## src/hdl/mmrp_pkg.sv

```systemverilog
// Constants and codes shared by the Modbus reply parser modules.
package mmrp_pkg;

   localparam logic [15:0] CRC_INIT = 16'hFFFF;
   localparam logic [15:0] CRC_POLY = 16'hA001;

   // CSR register indexes
   localparam logic [1:0] CSR_DEV_ADDR   = 2'd0;
   localparam logic [1:0] CSR_FUNC_CODE  = 2'd1;
   localparam logic [1:0] CSR_COUNT_BYTE = 2'd2;

   localparam logic [7:0] DEV_ADDR_RST   = 8'h01;
   localparam logic [7:0] FUNC_CODE_RST  = 8'h03;
   localparam logic [7:0] COUNT_BYTE_RST = 8'h08;

   // byte positions within the nine-byte reply
   localparam logic [3:0] POS_ADDR   = 4'd0;
   localparam logic [3:0] POS_FUNC   = 4'd1;
   localparam logic [3:0] POS_COUNT  = 4'd2;
   localparam logic [3:0] POS_VOLT_H = 4'd3;
   localparam logic [3:0] POS_VOLT_L = 4'd4;
   localparam logic [3:0] POS_CURR_H = 4'd5;
   localparam logic [3:0] POS_CURR_L = 4'd6;
   localparam logic [3:0] POS_CRC_LO = 4'd7;
   localparam logic [3:0] POS_CRC_HI = 4'd8;

   localparam logic STATUS_OK      = 1'b0;
   localparam logic STATUS_CRC_BAD = 1'b1;

endpackage

```

## src/hdl/modbus_meter_reply_parser.sv

```systemverilog
// Top level of the Modbus RTU meter reply parser: byte stage, frame logic, result stage.
//
//  channel  | ports                                   | transfer when
//  ---------+-----------------------------------------+-------------------------
//  req      | req_valid, req_ready, req_rx_byte        | req_valid & req_ready
//  rsp      | rsp_valid, rsp_ready, rsp_voltage_count, | rsp_valid & rsp_ready
//           | rsp_current_count, rsp_frame_status      |
//  csr      | csr_write_enable, csr_index, csr_write_data | csr_write_enable
//
// One byte per cycle sustained while no result waits on rsp_ready; a byte sits in the input
// register, then the frame logic and byte-wide CRC update act on it as it moves on. A result
// is registered in the result stage as its ninth byte leaves the input register. Synchronous
// reset clears control state, the CRC and the stored values. While a result waits on
// rsp_ready, one more byte is held in the input register and then req_ready drops.
module modbus_meter_reply_parser
   import mmrp_pkg::*;
(
   input  logic        clock,
   input  logic        reset,
   input  logic        req_valid,
   output logic        req_ready,
   input  logic [7:0]  req_rx_byte,
   output logic        rsp_valid,
   input  logic        rsp_ready,
   output logic [15:0] rsp_voltage_count,
   output logic [15:0] rsp_current_count,
   output logic        rsp_frame_status,
   input  logic        csr_write_enable,
   input  logic [1:0]  csr_index,
   input  logic [7:0]  csr_write_data
);

   logic [7:0]  dev_addr_ff, func_code_ff, count_byte_ff;

   logic        in_vld_ff;
   logic [7:0]  in_byte_ff;

   logic [3:0]  pos_ff, pos_in;
   logic [15:0] crc_ff, crc_in;
   logic        mism_ff, mism_in;
   logic [31:0] payload_ff, payload_in;
   logic [7:0]  crc_lo_ff, crc_lo_in;
   logic [15:0] good_volt_ff, good_volt_in;
   logic [15:0] good_curr_ff, good_curr_in;

   logic        rsp_valid_ff, rsp_valid_in;
   logic [15:0] rsp_volt_ff, rsp_volt_in;
   logic [15:0] rsp_curr_ff, rsp_curr_in;
   logic        rsp_stat_ff, rsp_stat_in;

   logic        advance;
   logic        restart;
   logic [3:0]  pos_eff;
   logic [15:0] crc_eff;
   logic        mism_eff;
   logic [15:0] crc_step;
   logic [15:0] crc_rx;

   assign advance   = in_vld_ff && (!rsp_valid_ff || rsp_ready);
   assign req_ready = !in_vld_ff || advance;

   // a position past the last byte cannot arise, but restarts the frame if it does
   assign restart  = pos_ff > POS_CRC_HI;
   assign pos_eff  = restart ? POS_ADDR : pos_ff;
   assign crc_eff  = restart ? CRC_INIT : crc_ff;
   assign mism_eff = restart ? 1'b0 : mism_ff;
   assign crc_rx   = {in_byte_ff, crc_lo_ff};

   mmrp_crc_byte u_crc (
      .crc_cur   (crc_eff),
      .data_byte (in_byte_ff),
      .crc_next  (crc_step)
   );

   always_comb begin
      pos_in       = pos_ff;
      crc_in       = crc_ff;
      mism_in      = mism_ff;
      payload_in   = payload_ff;
      crc_lo_in    = crc_lo_ff;
      good_volt_in = good_volt_ff;
      good_curr_in = good_curr_ff;
      rsp_valid_in = rsp_valid_ff && !rsp_ready;
      rsp_volt_in  = rsp_volt_ff;
      rsp_curr_in  = rsp_curr_ff;
      rsp_stat_in  = rsp_stat_ff;
      if (advance) begin
         unique case (pos_eff)
            POS_ADDR: begin
               mism_in = mism_eff || (in_byte_ff != dev_addr_ff);
               crc_in  = crc_step;
               pos_in  = POS_FUNC;
            end
            POS_FUNC: begin
               mism_in = mism_eff || (in_byte_ff != func_code_ff);
               crc_in  = crc_step;
               pos_in  = POS_COUNT;
            end
            POS_COUNT: begin
               if (mism_eff || (in_byte_ff != count_byte_ff)) begin
                  // whole header group dropped
                  pos_in  = POS_ADDR;
                  crc_in  = CRC_INIT;
                  mism_in = 1'b0;
               end else begin
                  crc_in = crc_step;
                  pos_in = POS_VOLT_H;
               end
            end
            POS_VOLT_H, POS_VOLT_L, POS_CURR_H, POS_CURR_L: begin
               payload_in = {payload_ff[23:0], in_byte_ff};
               crc_in     = crc_step;
               pos_in     = pos_eff + 4'd1;
            end
            POS_CRC_LO: begin
               crc_lo_in = in_byte_ff;
               mism_in   = mism_eff;
               crc_in    = crc_eff;
               pos_in    = POS_CRC_HI;
            end
            POS_CRC_HI: begin
               if (crc_rx == crc_eff) begin
                  good_volt_in = payload_ff[31:16];
                  good_curr_in = payload_ff[15:0];
                  rsp_volt_in  = payload_ff[31:16];
                  rsp_curr_in  = payload_ff[15:0];
                  rsp_stat_in  = STATUS_OK;
               end else begin
                  rsp_volt_in = good_volt_ff;
                  rsp_curr_in = good_curr_ff;
                  rsp_stat_in = STATUS_CRC_BAD;
               end
               rsp_valid_in = 1'b1;
               pos_in       = POS_ADDR;
               crc_in       = CRC_INIT;
               mism_in      = 1'b0;
            end
            default: begin
               pos_in  = POS_ADDR;
               crc_in  = CRC_INIT;
               mism_in = 1'b0;
            end
         endcase
      end
   end

   always_ff @(posedge clock) begin
      if (reset) begin
         dev_addr_ff   <= DEV_ADDR_RST;
         func_code_ff  <= FUNC_CODE_RST;
         count_byte_ff <= COUNT_BYTE_RST;
      end else if (csr_write_enable) begin
         unique case (csr_index)
            CSR_DEV_ADDR:   dev_addr_ff   <= csr_write_data;
            CSR_FUNC_CODE:  func_code_ff  <= csr_write_data;
            CSR_COUNT_BYTE: count_byte_ff <= csr_write_data;
            default: ;
         endcase
      end
   end

   always_ff @(posedge clock) begin
      if (reset) begin
         in_vld_ff    <= 1'b0;
         pos_ff       <= POS_ADDR;
         crc_ff       <= CRC_INIT;
         mism_ff      <= 1'b0;
         good_volt_ff <= '0;
         good_curr_ff <= '0;
         rsp_valid_ff <= 1'b0;
      end else begin
         if (req_valid && req_ready) begin
            in_vld_ff <= 1'b1;
         end else if (advance) begin
            in_vld_ff <= 1'b0;
         end
         pos_ff       <= pos_in;
         crc_ff       <= crc_in;
         mism_ff      <= mism_in;
         good_volt_ff <= good_volt_in;
         good_curr_ff <= good_curr_in;
         rsp_valid_ff <= rsp_valid_in;
      end
   end

   always_ff @(posedge clock) begin
      if (req_valid && req_ready) begin
         in_byte_ff <= req_rx_byte;
      end
      payload_ff  <= payload_in;
      crc_lo_ff   <= crc_lo_in;
      rsp_volt_ff <= rsp_volt_in;
      rsp_curr_ff <= rsp_curr_in;
      rsp_stat_ff <= rsp_stat_in;
   end

   assign rsp_valid         = rsp_valid_ff;
   assign rsp_voltage_count = rsp_volt_ff;
   assign rsp_current_count = rsp_curr_ff;
   assign rsp_frame_status  = rsp_stat_ff;

endmodule

```

## src/hdl/mmrp_crc_byte.sv

```systemverilog
// CRC-16/Modbus update over one byte, reflected, one shift per bit.
module mmrp_crc_byte
   import mmrp_pkg::*;
(
   input  logic [15:0] crc_cur,
   input  logic [7:0]  data_byte,
   output logic [15:0] crc_next
);

   always_comb begin
      logic [15:0] acc;
      acc = crc_cur ^ {8'h00, data_byte};
      for (int k = 0; k < 8; k++) begin
         if (acc[0]) begin
            acc = (acc >> 1) ^ CRC_POLY;
         end else begin
            acc = acc >> 1;
         end
      end
      crc_next = acc;
   end

endmodule

```

## config.mk

```make
export PLATFORM = sky130hd
export DESIGN_NAME = modbus_meter_reply_parser
export DESIGN_NICKNAME = d
export VERILOG_FILES = /design/src/hdl/mmrp_pkg.sv /design/src/hdl/modbus_meter_reply_parser.sv /design/src/hdl/mmrp_crc_byte.sv
export SDC_FILE = /design/constraint.sdc
export NUM_CORES = 1
export LEC_CHECK = 0
export BUFFER_PORTS_ARGS = -buffer_cell sky130_fd_sc_hd__buf_2
export CORE_ASPECT_RATIO = 1.1
export CORE_MARGIN = 2
export CORE_UTILIZATION = 56
export CTS_BUF_LIST = sky130_fd_sc_hd__clkbuf_4
export CTS_CLUSTER_SIZE = 10
export DETAILED_ROUTE_END_ITERATION = 16
export PLACE_DENSITY = 0.78
export SETUP_SLACK_MARGIN = 0.5
export SLEW_MARGIN = 20
export SYNTH_ARGS = -nofsm -noshare
export SYNTH_HDL_FRONTEND = slang
export SYNTH_SLANG_ARGS = --single-unit
export TNS_END_PERCENT = 1
```

## constraint.sdc

```tcl
create_clock -name clock -period 3 [get_ports clock]
set_input_delay 0.15 -clock clock [delete_from_list [all_inputs] [get_ports clock]]
set_output_delay 0.15 -clock clock [all_outputs]
set_load 0.02 [all_outputs]
```

==> Word level (Yosys, flattened, before mapping) <==
Index checks and enable logic that the tools add are counted.
{ "word_totals": {"register_bits": 160, "input_bits": 23, "elab_cells": 90} }
{ "classes": {"bitwise_logic": 10, "n_addsub": 1, "n_eq_ne": 15, "reduce_logical": 23, "muxes": 24, "n_lt_le_gt_ge": 1} }
{ "ops": {"columns": ["op", "count"], "rows": [
  ["$mux W16", 12],
  ["$pmux W16 S3", 1],
  ["$ne A8 B8 Y1", 3],
  ["$not A2 Y3", 8],
  ["$pmux W4 S5", 1],
  ["$eq A16 B16 Y1", 1],
  ["$eq A4 B3 Y1 const B", 4],
  ["$xor A16 B8 Y16", 1],
  ["$reduce_and A2 Y1", 6],
  ["$eq A4 B2 Y1 const B", 2],
  ["$mux W1", 7],
  ["$reduce_or A6 Y1", 1],
  ["$logic_or A1 B1 Y1", 5],
  ["$pmux W1 S5", 1],
  ["$add A4 B1 Y4 const B", 1],
  ["$eq A4 B1 Y1 const B", 1],
  ["$eq A4 B4 Y1 const B", 1],
  ["$gt A4 B4 Y1 const B", 1],
  ["$logic_not A4 Y1", 1],
  ["$mux W4", 1],
  ["$reduce_or A4 Y1", 1],
  ["$logic_and A1 B1 Y1", 3],
  ["$logic_not A1 Y1", 3],
  ["$reduce_and A3 Y1", 1],
  ["7 further kinds", 7]
]} }

==> Depth between registers and ports, before layout <==
Gate-level depths: netlist (run 1).
{ "logic_depth": {"ltp_word": 21, "mapped_depth": 10, "ltp_nobuf": 9} }

==> Hierarchy <==
From an unflattened synthesis (run 1), not the netlist that was laid out.
{ "hier_totals": {"cells_unflattened": 681, "hier_area_um2": 7528.5} }
{ "by_module_without_submodules": {"columns": ["module", "cells_per_inst", "area_per_inst_um2", "seq_area_each_um2", "n_inst"], "rows": [
  ["modbus_meter_reply_parser", 652, 7244.4, 4013.8, 1],
  ["mmrp_crc_byte", 29, 284.0, 0.0, 1]
]} }

==> Least setup slack after synthesis (run 1) <==
OpenSTA, ideal clock, no wires.
{ "synth_path": {"kind": "register to register", "start": "reg pos_ff[3]", "end": "reg payload_ff[0], enable pin", "slack_ns": 0.064, "path_stages_with_launch": 8, "required_time_ns": 2.579, "arrival_ns": 2.515, "synth_period_minus_slack_ns": 2.936, "path_cell_list": "dfxtp_1 inv_1 nand2_1 inv_1 ha_1 nand2_1 o22a_1 nor2_1"} }
{ "synth_between": {"elab_chain_cells": 5} }
{ "synth_rtl": {"columns": ["element", "line", "text"], "rows": [
  ["start: declaration", "modbus_meter_reply_parser.sv:38", "logic [3:0] pos_ff, pos_in;"],
  ["start signal: assignment", "modbus_meter_reply_parser.sv:177", "pos_ff <= pos_in;"],
  ["$gt A4 B4 Y1", "modbus_meter_reply_parser.sv:63", "assign restart = pos_ff > POS_CRC_HI;"],
  ["$mux W4 (*)", "modbus_meter_reply_parser.sv:64", "assign pos_eff = restart ? POS_ADDR : pos_ff;"],
  ["$eq A4 B2 Y1 or $eq A4 B3 Y1 (tied branches)", "modbus_meter_reply_parser.sv:88", "unique case (pos_eff)"],
  ["$reduce_or A4 Y1 (*)", "modbus_meter_reply_parser.sv:88", null],
  ["$reduce_and A2 Y1 (no line) (*)", null, null],
  ["end signal: assignment", "modbus_meter_reply_parser.sv:190", "payload_ff <= payload_in;"],
  ["end: declaration", "modbus_meter_reply_parser.sv:41", "logic [31:0] payload_ff, payload_in;"]
]} }
Every way passes the cells marked *; elsewhere a longest branch is shown, timed or not.
A chain may end at the register's enable or synchronous reset.

==> Final worst setup path (run 1) <==
{ "layout_path": {"start": "reg pos_ff[0]", "end": "reg rsp_volt_ff[14] (netlist: rsp_voltage_count[14]), data pin"} }
{ "layout_between": {"elab_chain_cells": 4} }
{ "layout_rtl": {"columns": ["element", "line", "text"], "rows": [
  ["$gt A4 B4 Y1", "modbus_meter_reply_parser.sv:63", null],
  ["$mux W16", "modbus_meter_reply_parser.sv:65", "assign crc_eff = restart ? CRC_INIT : crc_ff;"],
  ["$eq A16 B16 Y1", "modbus_meter_reply_parser.sv:122", "if (crc_rx == crc_eff) begin"],
  ["$mux W16", null, null],
  ["end signal: assignment", "modbus_meter_reply_parser.sv:192", "rsp_volt_ff <= rsp_volt_in;"],
  ["end: declaration", "modbus_meter_reply_parser.sv:47", "logic [15:0] rsp_volt_ff, rsp_volt_in;"]
]} }
No other way between the ends.

==> flow_metrics.tcl, run 1 <==
set metrics [dict create \
    final.min_clock_period_ns 2.49 \
    area_delta_synth_final_pct 12.5 \
    fin_crit_sh_pct 83.2 \
    grt.total_usage_pct 22.1 \
    worstPathArrival_ns 2.80 \
    grt_pass1_vias 5116 \
    grt_pass1_wl_mm 24.4 \
    core_area_mm2 0.0131 \
    synth.yosys.seq_area_share_pct 54.0 \
    globalRouteOverflowTotal 0 \
    p_leak_nw 3.41 \
    hpwl_mm 10.1 \
    r2r_setup_slack_ns 0.51 \
    reg2reg_depth 8 \
    cellPowerDensity_mw_per_mm2 504 \
    finalSetupViolCount 0 \
    syn_nets 656 \
    rows 44 \
    n_fill_cell 996 \
    numCtsBuffers 17 \
    maxCapViolCount 0 \
    cts_htree_levels 4 \
    reg2reg_from "pos_ff[0]$_SDFFE_PP0P_" \
    endpoint_kind "register" \
    cp-start-kind "register" \
    fp.dieArea_mm2 0.0142 \
    worstHoldStart "csr_index[1]" \
    port_buffers 57 \
    yosys.area.top_type "edfxtp_1" \
    critPathTopFamily "simple AND/OR/NAND/NOR gates" \
    slew_violations 0 \
    cts.sinks 160 \
    hold_depth 5 \
    worstPathRequired_ns 3.31 \
    dr.first_iter.drc_count 290 \
    synth-edff-count 81 \
    critical_path_buf_inv_count 2 \
    async_flop_share_pct 0 \
    hold_violations 0 \
    wl_per_cell_um 16.9 \
    crit_chain "o31a_1 > buf_12 > nor4_1 > nor3_1 > nor4_2 > nand3_2 > buf_12 > mux2_1" \
    syn_area_per_cell_um2 11.8 \
    ys_seq_elements 160 \
    ir_worst_vdd_mv 0.271 \
    timing.fmax_ghz 0.401 \
    grt_max_degree 53 \
    cpPeakStageDelay_ns 0.39 \
    max_slew_margin_pct 42.5 \
    via_count 4836 \
    viasPerCell 5.53 \
    synth.top_cell.area_share_pct 32.7 \
    hold_class "input pin to register" \
    status "completed" \
    drc 0 \
    setup-tns-final_ns 0 \
    crit_top_cell "buf_12" \
    yosys-top-cells-area "edfxtp_1, dfxtp_1, mux2i_1" \
    die_h_um 125 \
    rsz0062_at_grt "true" \
    path_clk_slew_ns 0.12 \
    layout.nets 727 \
    crit_fanout 33 \
    ios 58 \
    worst_hold_path.endpoint "dev_addr_ff[7]$_SDFFE_PP0P_" \
    fin_util_pct 63.8 \
    r2r-end "rsp_voltage_count[14]$_DFFE_PP_" \
    clock_latency_ns 0.56 \
    slowest_stage "dfxtp_1" \
    synthesis.area_mm2 0.00743 \
    ys_warn_count 0 \
    gp_congestion 0.947 \
    criticalPathCategory "register to register" \
    cts_tree "yes" \
    die_x_um 114 \
    root_buffer "clkbuf_4" \
    diodes 0 \
    antenna_found_initial 0 \
    start_util_pct 56.7 \
    synthCells 629 \
    ys.flop_type "edfxtp_1" \
    routed_wl_mm 14.8 \
    skew_ns 0.0129 \
    worstMarginPinSlew_ns 0.863 \
    ant_nets 0 \
    firstDrtPassIters 5 \
    synth_cell_type_count 54 \
    drive_gt1_share_pct 19.9 \
    clockBufferDepth 2 \
]
## cell type report
type / count / area, µm² / area share (%)
clock buffers: 20 / 150 / 1.80
clock inverters: 12 / 135 / 1.62
inverters: 9 / 33.8 / 0.404
multi-input cells: 422 / 3190 / 38.2
flip-flops and latches: 160 / 4010 / 48.0
well taps: 161 / 201 / 2.41
repair buffers: 90 / 631 / 7.54
## Yosys cell counts, types with 3 or more instances
master and count:
nor4_1 4, inv_1 9, nor3_1 10, a211o_1 5, mux2_4 29, xor2_1 17, buf_6 6, nand2b_1 66
o21ai_0 12, mux2i_1 58, o22ai_1 4, o211ai_1 7, a21oi_1 22, nand2_1 29, clkbuf_1 26, o221ai_1 3
ha_1 4, dfxtp_1 79, xnor2_1 40, edfxtp_1 81, nand3_1 7, mux2_1 3, nor2_1 58, o21a_1 8
## routing by layer
| layer | global-route usage [%] | routed length (µm) | vias up |
|---|---|---|---|
| met5 | 0 | 0 | - |
| met4 | 10.2 | 439 | 0 |
| met3 | 4.23 | 466 | 33 |
| met2 | 40.1 | 7880 | 120 |
| met1 | 24.7 | 6010 | 2339 |
| li1 | - | - | 2344 |
## repair_timing
item | in CTS | in global routing
gates resized for setup | 3 | 1
hold buffers | 19 | 0
pin swaps | 0 | 0
setup buffers | 0 | 0
endpoints found under the setup margin | 32 | 72
endpoints found under the hold margin | 34 | 0
## logic make-up after synthesis
family	count (synthesis)	synth area share, %
adder cells (fa/ha/maj)	4	0.674
AO/OA/AOI/OAI	72	6.31
buffers and inverters	47	3.11
multiplexers	90	14.1
XOR/XNOR	60	7.64
flip-flops	160	54.0
AND/OR/NAND/NOR	196	14.1
## through the flow
step	cell area [µm²]	cells	hold WS (ns)	total power, W	setup WS (ns)
after floorplan	7430	629	0.249	0.00284	0.326
after global placement	7870	823	0.327	0.00294	0.466
after detailed placement	7870	823	0.328	0.00296	0.385
after CTS	8350	874	0.110	0.00424	0.492
after global routing	8360	874	0.150	0.00440	0.328
final	8360	874	0.172	0.00421	0.505
## state kept, by name (all words and copies together), names as in the netlist, 8 cells and up
name and count:
good_curr_ff 16, crc_ff 16, rsp_voltage_count 16, count_byte_ff 8
func_code_ff 8, dev_addr_ff 8, in_byte_ff 8, crc_lo_ff 8
good_volt_ff 16, rsp_current_count 16, payload_ff 32
## tightest hold or removal path: cells and delay by family
family                 cells  cell delay, ns
muxes                      1            0.13
buffers and inverters      2            0.29
and+or+nand+nor            2            0.13
## power by group
group | switching [W] | internal [W] | leakage [nW]
combinational | 0.000248 | 0.000280 | 1.80
clock | 0.000751 | 0.000526 | 0.148
sequential | 0.0000752 | 0.00233 | 1.46
total | 0.00107 | 0.00314 | 3.41
## layout by cell type (no fill, tap or decap), types with 3 or more instances in the layout
cell type,instances
nand2b_1,66
nor3_1,10
a21oi_1,21
ha_1,4
clkbuf_4,20
o221ai_1,3
mux2_1,3
o211ai_1,7
clkinvlp_4,3
xor2_1,17
nand2_1,29
nor2_1,57
dfxtp_1,79
o21a_1,8
xnor2_1,40
nor4_1,4
buf_2,57
mux2_4,29
edfxtp_1,81
mux2i_1,58
inv_1,9
buf_4,10
a211o_1,5
buf_12,4
dlygate4sd3_1,19
o22ai_1,4
clkinv_4,3
nand3_1,7
o21ai_0,12
## worst max-delay path by stage
stage                                       from                               to  slack (ns)  depth (start not counted)
after global placement    pos_ff[0]$_SDFFE_PP0P_  rsp_voltage_count[12]$_DFFE_PP_        0.47                          8
final                     pos_ff[0]$_SDFFE_PP0P_  rsp_voltage_count[14]$_DFFE_PP_        0.51                          8
after global routing      pos_ff[0]$_SDFFE_PP0P_  rsp_voltage_count[14]$_DFFE_PP_        0.33                          8
after detailed placement  pos_ff[0]$_SDFFE_PP0P_  rsp_voltage_count[14]$_DFFE_PP_        0.38                          8
after CTS                 pos_ff[0]$_SDFFE_PP0P_  rsp_voltage_count[14]$_DFFE_PP_        0.49                          8
after floorplan           pos_ff[0]$_SDFFE_PP0P_    good_curr_ff[10]$_SDFFE_PP0P_        0.33                          8
(Power assumes the default switching activity.)
==> inputs of run 2 (changes only) <==
--- a/config.mk
+++ b/config.mk
@@ -8,11 +8,11 @@
 export BUFFER_PORTS_ARGS = -buffer_cell sky130_fd_sc_hd__buf_2
 export CORE_ASPECT_RATIO = 1.1
 export CORE_MARGIN = 2
-export CORE_UTILIZATION = 56
+export CORE_UTILIZATION = 60
 export CTS_BUF_LIST = sky130_fd_sc_hd__clkbuf_4
 export CTS_CLUSTER_SIZE = 10
 export DETAILED_ROUTE_END_ITERATION = 16
-export PLACE_DENSITY = 0.78
+export PLACE_DENSITY = 0.8
 export SETUP_SLACK_MARGIN = 0.5
 export SLEW_MARGIN = 20
 export SYNTH_ARGS = -nofsm -noshare
==> constraint.sdc (replaced) <==
create_clock -name clock -period 2.5 [get_ports clock]
set_input_delay 0.125 -clock clock [delete_from_list [all_inputs] [get_ports clock]]
set_output_delay 0.125 -clock clock [all_outputs]
set_load 0.02 [all_outputs]
==> flow_metrics.tcl, run 2 (synthesized netlist as in run 1, its figures left out) <==
set metrics [dict create \
    status "completed" \
    slowest_stage "o31a_1" \
    grt_max_degree 55 \
    fin_crit_sh_pct 97.0 \
    crit_fanout 24 \
    worstMarginPinSlew_ns 0.933 \
    r2r-end "rsp_voltage_count[12]$_DFFE_PP_" \
    crit_chain "o31a_1 > buf_4 > nor4_2 > nor3_1 > nor4_2 > nand3_2 > buf_12 > mux2_1" \
    routed_wl_mm 16.5 \
    hold_depth 5 \
    setup_slack_ns 0.0744 \
    die_x_um 110 \
    grt.total_usage_pct 25.0 \
    finalSetupViolCount 0 \
    criticalPathCategory "register to register" \
    core_area_mm2 0.0121 \
    maxCapViolCount 0 \
    r2r_setup_slack_ns 0.07 \
    rows 42 \
    drive_gt1_share_pct 30.3 \
    root_buffer "clkbuf_4" \
    place_ws_ns 0.0506 \
    fin_cells 891 \
    clock_latency_ns 0.58 \
    wl_per_cell_um 18.5 \
    cts_htree_levels 4 \
    grt_pass1_wl_mm 24.8 \
    hpwl_mm 10.6 \
    final_common_cell "edfxtp_1" \
    port_buffers 57 \
    layout.nets 750 \
    cts.sinks 160 \
    gp_congestion 0.884 \
    largest_register "payload_ff" \
    globalRouteOverflowTotal 0 \
    firstDrtPassIters 5 \
    ant_nets 0 \
    max_slew_margin_pct 37.8 \
    reg2reg_depth 8 \
    worstPathRequired_ns 2.83 \
    reg2reg_from "pos_ff[2]$_SDFFE_PP0P_" \
    drc 0 \
    die_h_um 121 \
    worstHoldStart "csr_index[0]" \
    cellPowerDensity_mw_per_mm2 605 \
    antenna_found_initial 1 \
    timing.fmax_ghz 0.412 \
    cpPeakStageDelay_ns 0.36 \
    multi_input_area_mm2 0.00356 \
    dp_cells 837 \
    viasPerCell 5.73 \
    skew_ns 0.0204 \
    endpoint_kind "register" \
    mostFrequentLayoutCells "edfxtp_1, dfxtp_1, nand2b_1" \
    slew_violations 0 \
    start_util_pct 61.5 \
    worst_hold_path.endpoint "dev_addr_ff[7]$_SDFFE_PP0P_" \
    via_count 5101 \
    numCtsBuffers 17 \
    n_fill_cell 767 \
    dr.first_iter.drc_count 358 \
    cp-start-kind "register" \
    hold_violations 0 \
    path_clk_slew_ns 0.13 \
    final.min_clock_period_ns 2.43 \
    crit_top_cell "nor4_2" \
    largest_reg_flops 32 \
    cts_tree "yes" \
    rsz0062_at_grt "true" \
    fin_util_pct 74.2 \
    fp.dieArea_mm2 0.0133 \
    ir_worst_vdd_mv 0.389 \
    worstPathArrival_ns 2.75 \
    area_delta_synth_final_pct 20.7 \
    clockBufferDepth 2 \
    hold_class "input pin to register" \
    regArea_mm2 0.00402 \
    grt_pass1_vias 5165 \
    p_leak_nw 3.60 \
    ios 58 \
]
-- run 2: changes by cell type in the layout (fill, tap and decap cells not counted), moves of 5 or more --
cell / previous run / this run
buf_4: 10 / 28
a21oi_1: 21 / 11
o21ai_0: 12 / 3
a21oi_2: 1 / 9
nand2_1: 29 / 21
o21ai_1: 0 / 8
xnor2_1: 40 / 35
xnor2_2: 0 / 5
-- run 2: worst max path at each step --
stage,cells after the start,to,slack (ns),start
floorplan,8,rsp_current_count[0]$_DFFE_PP_,0.15,in_byte_ff[0]$_DFFE_PP_
global placement,8,rsp_voltage_count[13]$_DFFE_PP_,0.09,pos_ff[2]$_SDFFE_PP0P_
detailed placement,8,rsp_voltage_count[12]$_DFFE_PP_,0.05,pos_ff[2]$_SDFFE_PP0P_
CTS,8,rsp_voltage_count[12]$_DFFE_PP_,0.03,pos_ff[2]$_SDFFE_PP0P_
global route,8,rsp_voltage_count[12]$_DFFE_PP_,-0.05,pos_ff[2]$_SDFFE_PP0P_
finish,8,rsp_voltage_count[12]$_DFFE_PP_,0.07,pos_ff[2]$_SDFFE_PP0P_
-- run 2: critical path: cells and delay by family, from the launching register on --
kind | cells | cell delay (ns)
buffers and inverters | 2 | 0.41
DFF | 1 | 0.34
and+or+nand+nor | 4 | 0.75
muxes | 1 | 0.32
AOI/OAI and AO/OA | 1 | 0.36
-- run 2: layer usage --
| layer | vias up | GRT usage, % | routed length (µm) |
|---|---|---|---|
| met1 | 2485 | 26.7 | 6270 |
| met5 | - | 0 | 0 |
| met2 | 162 | 44.9 | 8990 |
| li1 | 2401 | - | - |
| met4 | 0 | 12.0 | 563 |
| met3 | 53 | 6.42 | 707 |
-- run 2: stage by stage --
stage	hold slack, ns	TNS, ns	power, W	area (µm²)
5_1_grt	0.114	-0.724	0.00562	8970
2_1_floorplan	0.224	0	0.00341	7480
3_5_place_dp	0.304	0	0.00359	8050
3_3_place_gp	0.302	0	0.00357	8050
4_1_cts	0.0625	0	0.00532	8570
6_report	0.110	0	0.00542	8970
-- run 2: cell type report --
type,count,share of cell area (%)
clock buffer,19,1.59
timing repair buffer,112,9.14
sequential,160,44.8
clock inverter,13,2.06
inverter,9,0.502
tap,154,2.15
multi-input combinational,423,39.7
antenna,1,0.0279
-- run 2: report_power, final --
part | total, W | leakage (nW) | internal (W) | switching, W
Sequential | 0.00288 | 1.46 | 0.00279 | 0.0000876
Combinational | 0.000804 | 1.97 | 0.000413 | 0.000392
Clock | 0.00174 | 0.171 | 0.000821 | 0.000916
-- run 2: timing repair --
| action | CTS | global route |
|---|---|---|
| setup endpoints to repair | 149 | 151 |
| buffers inserted | 0 | 1 |
| hold endpoints to repair | 34 | 0 |
| cloned | 0 | 1 |
| resized for setup | 0 | 96 |
| hold buffers | 19 | 0 |
| pin swaps | 1 | 42 |
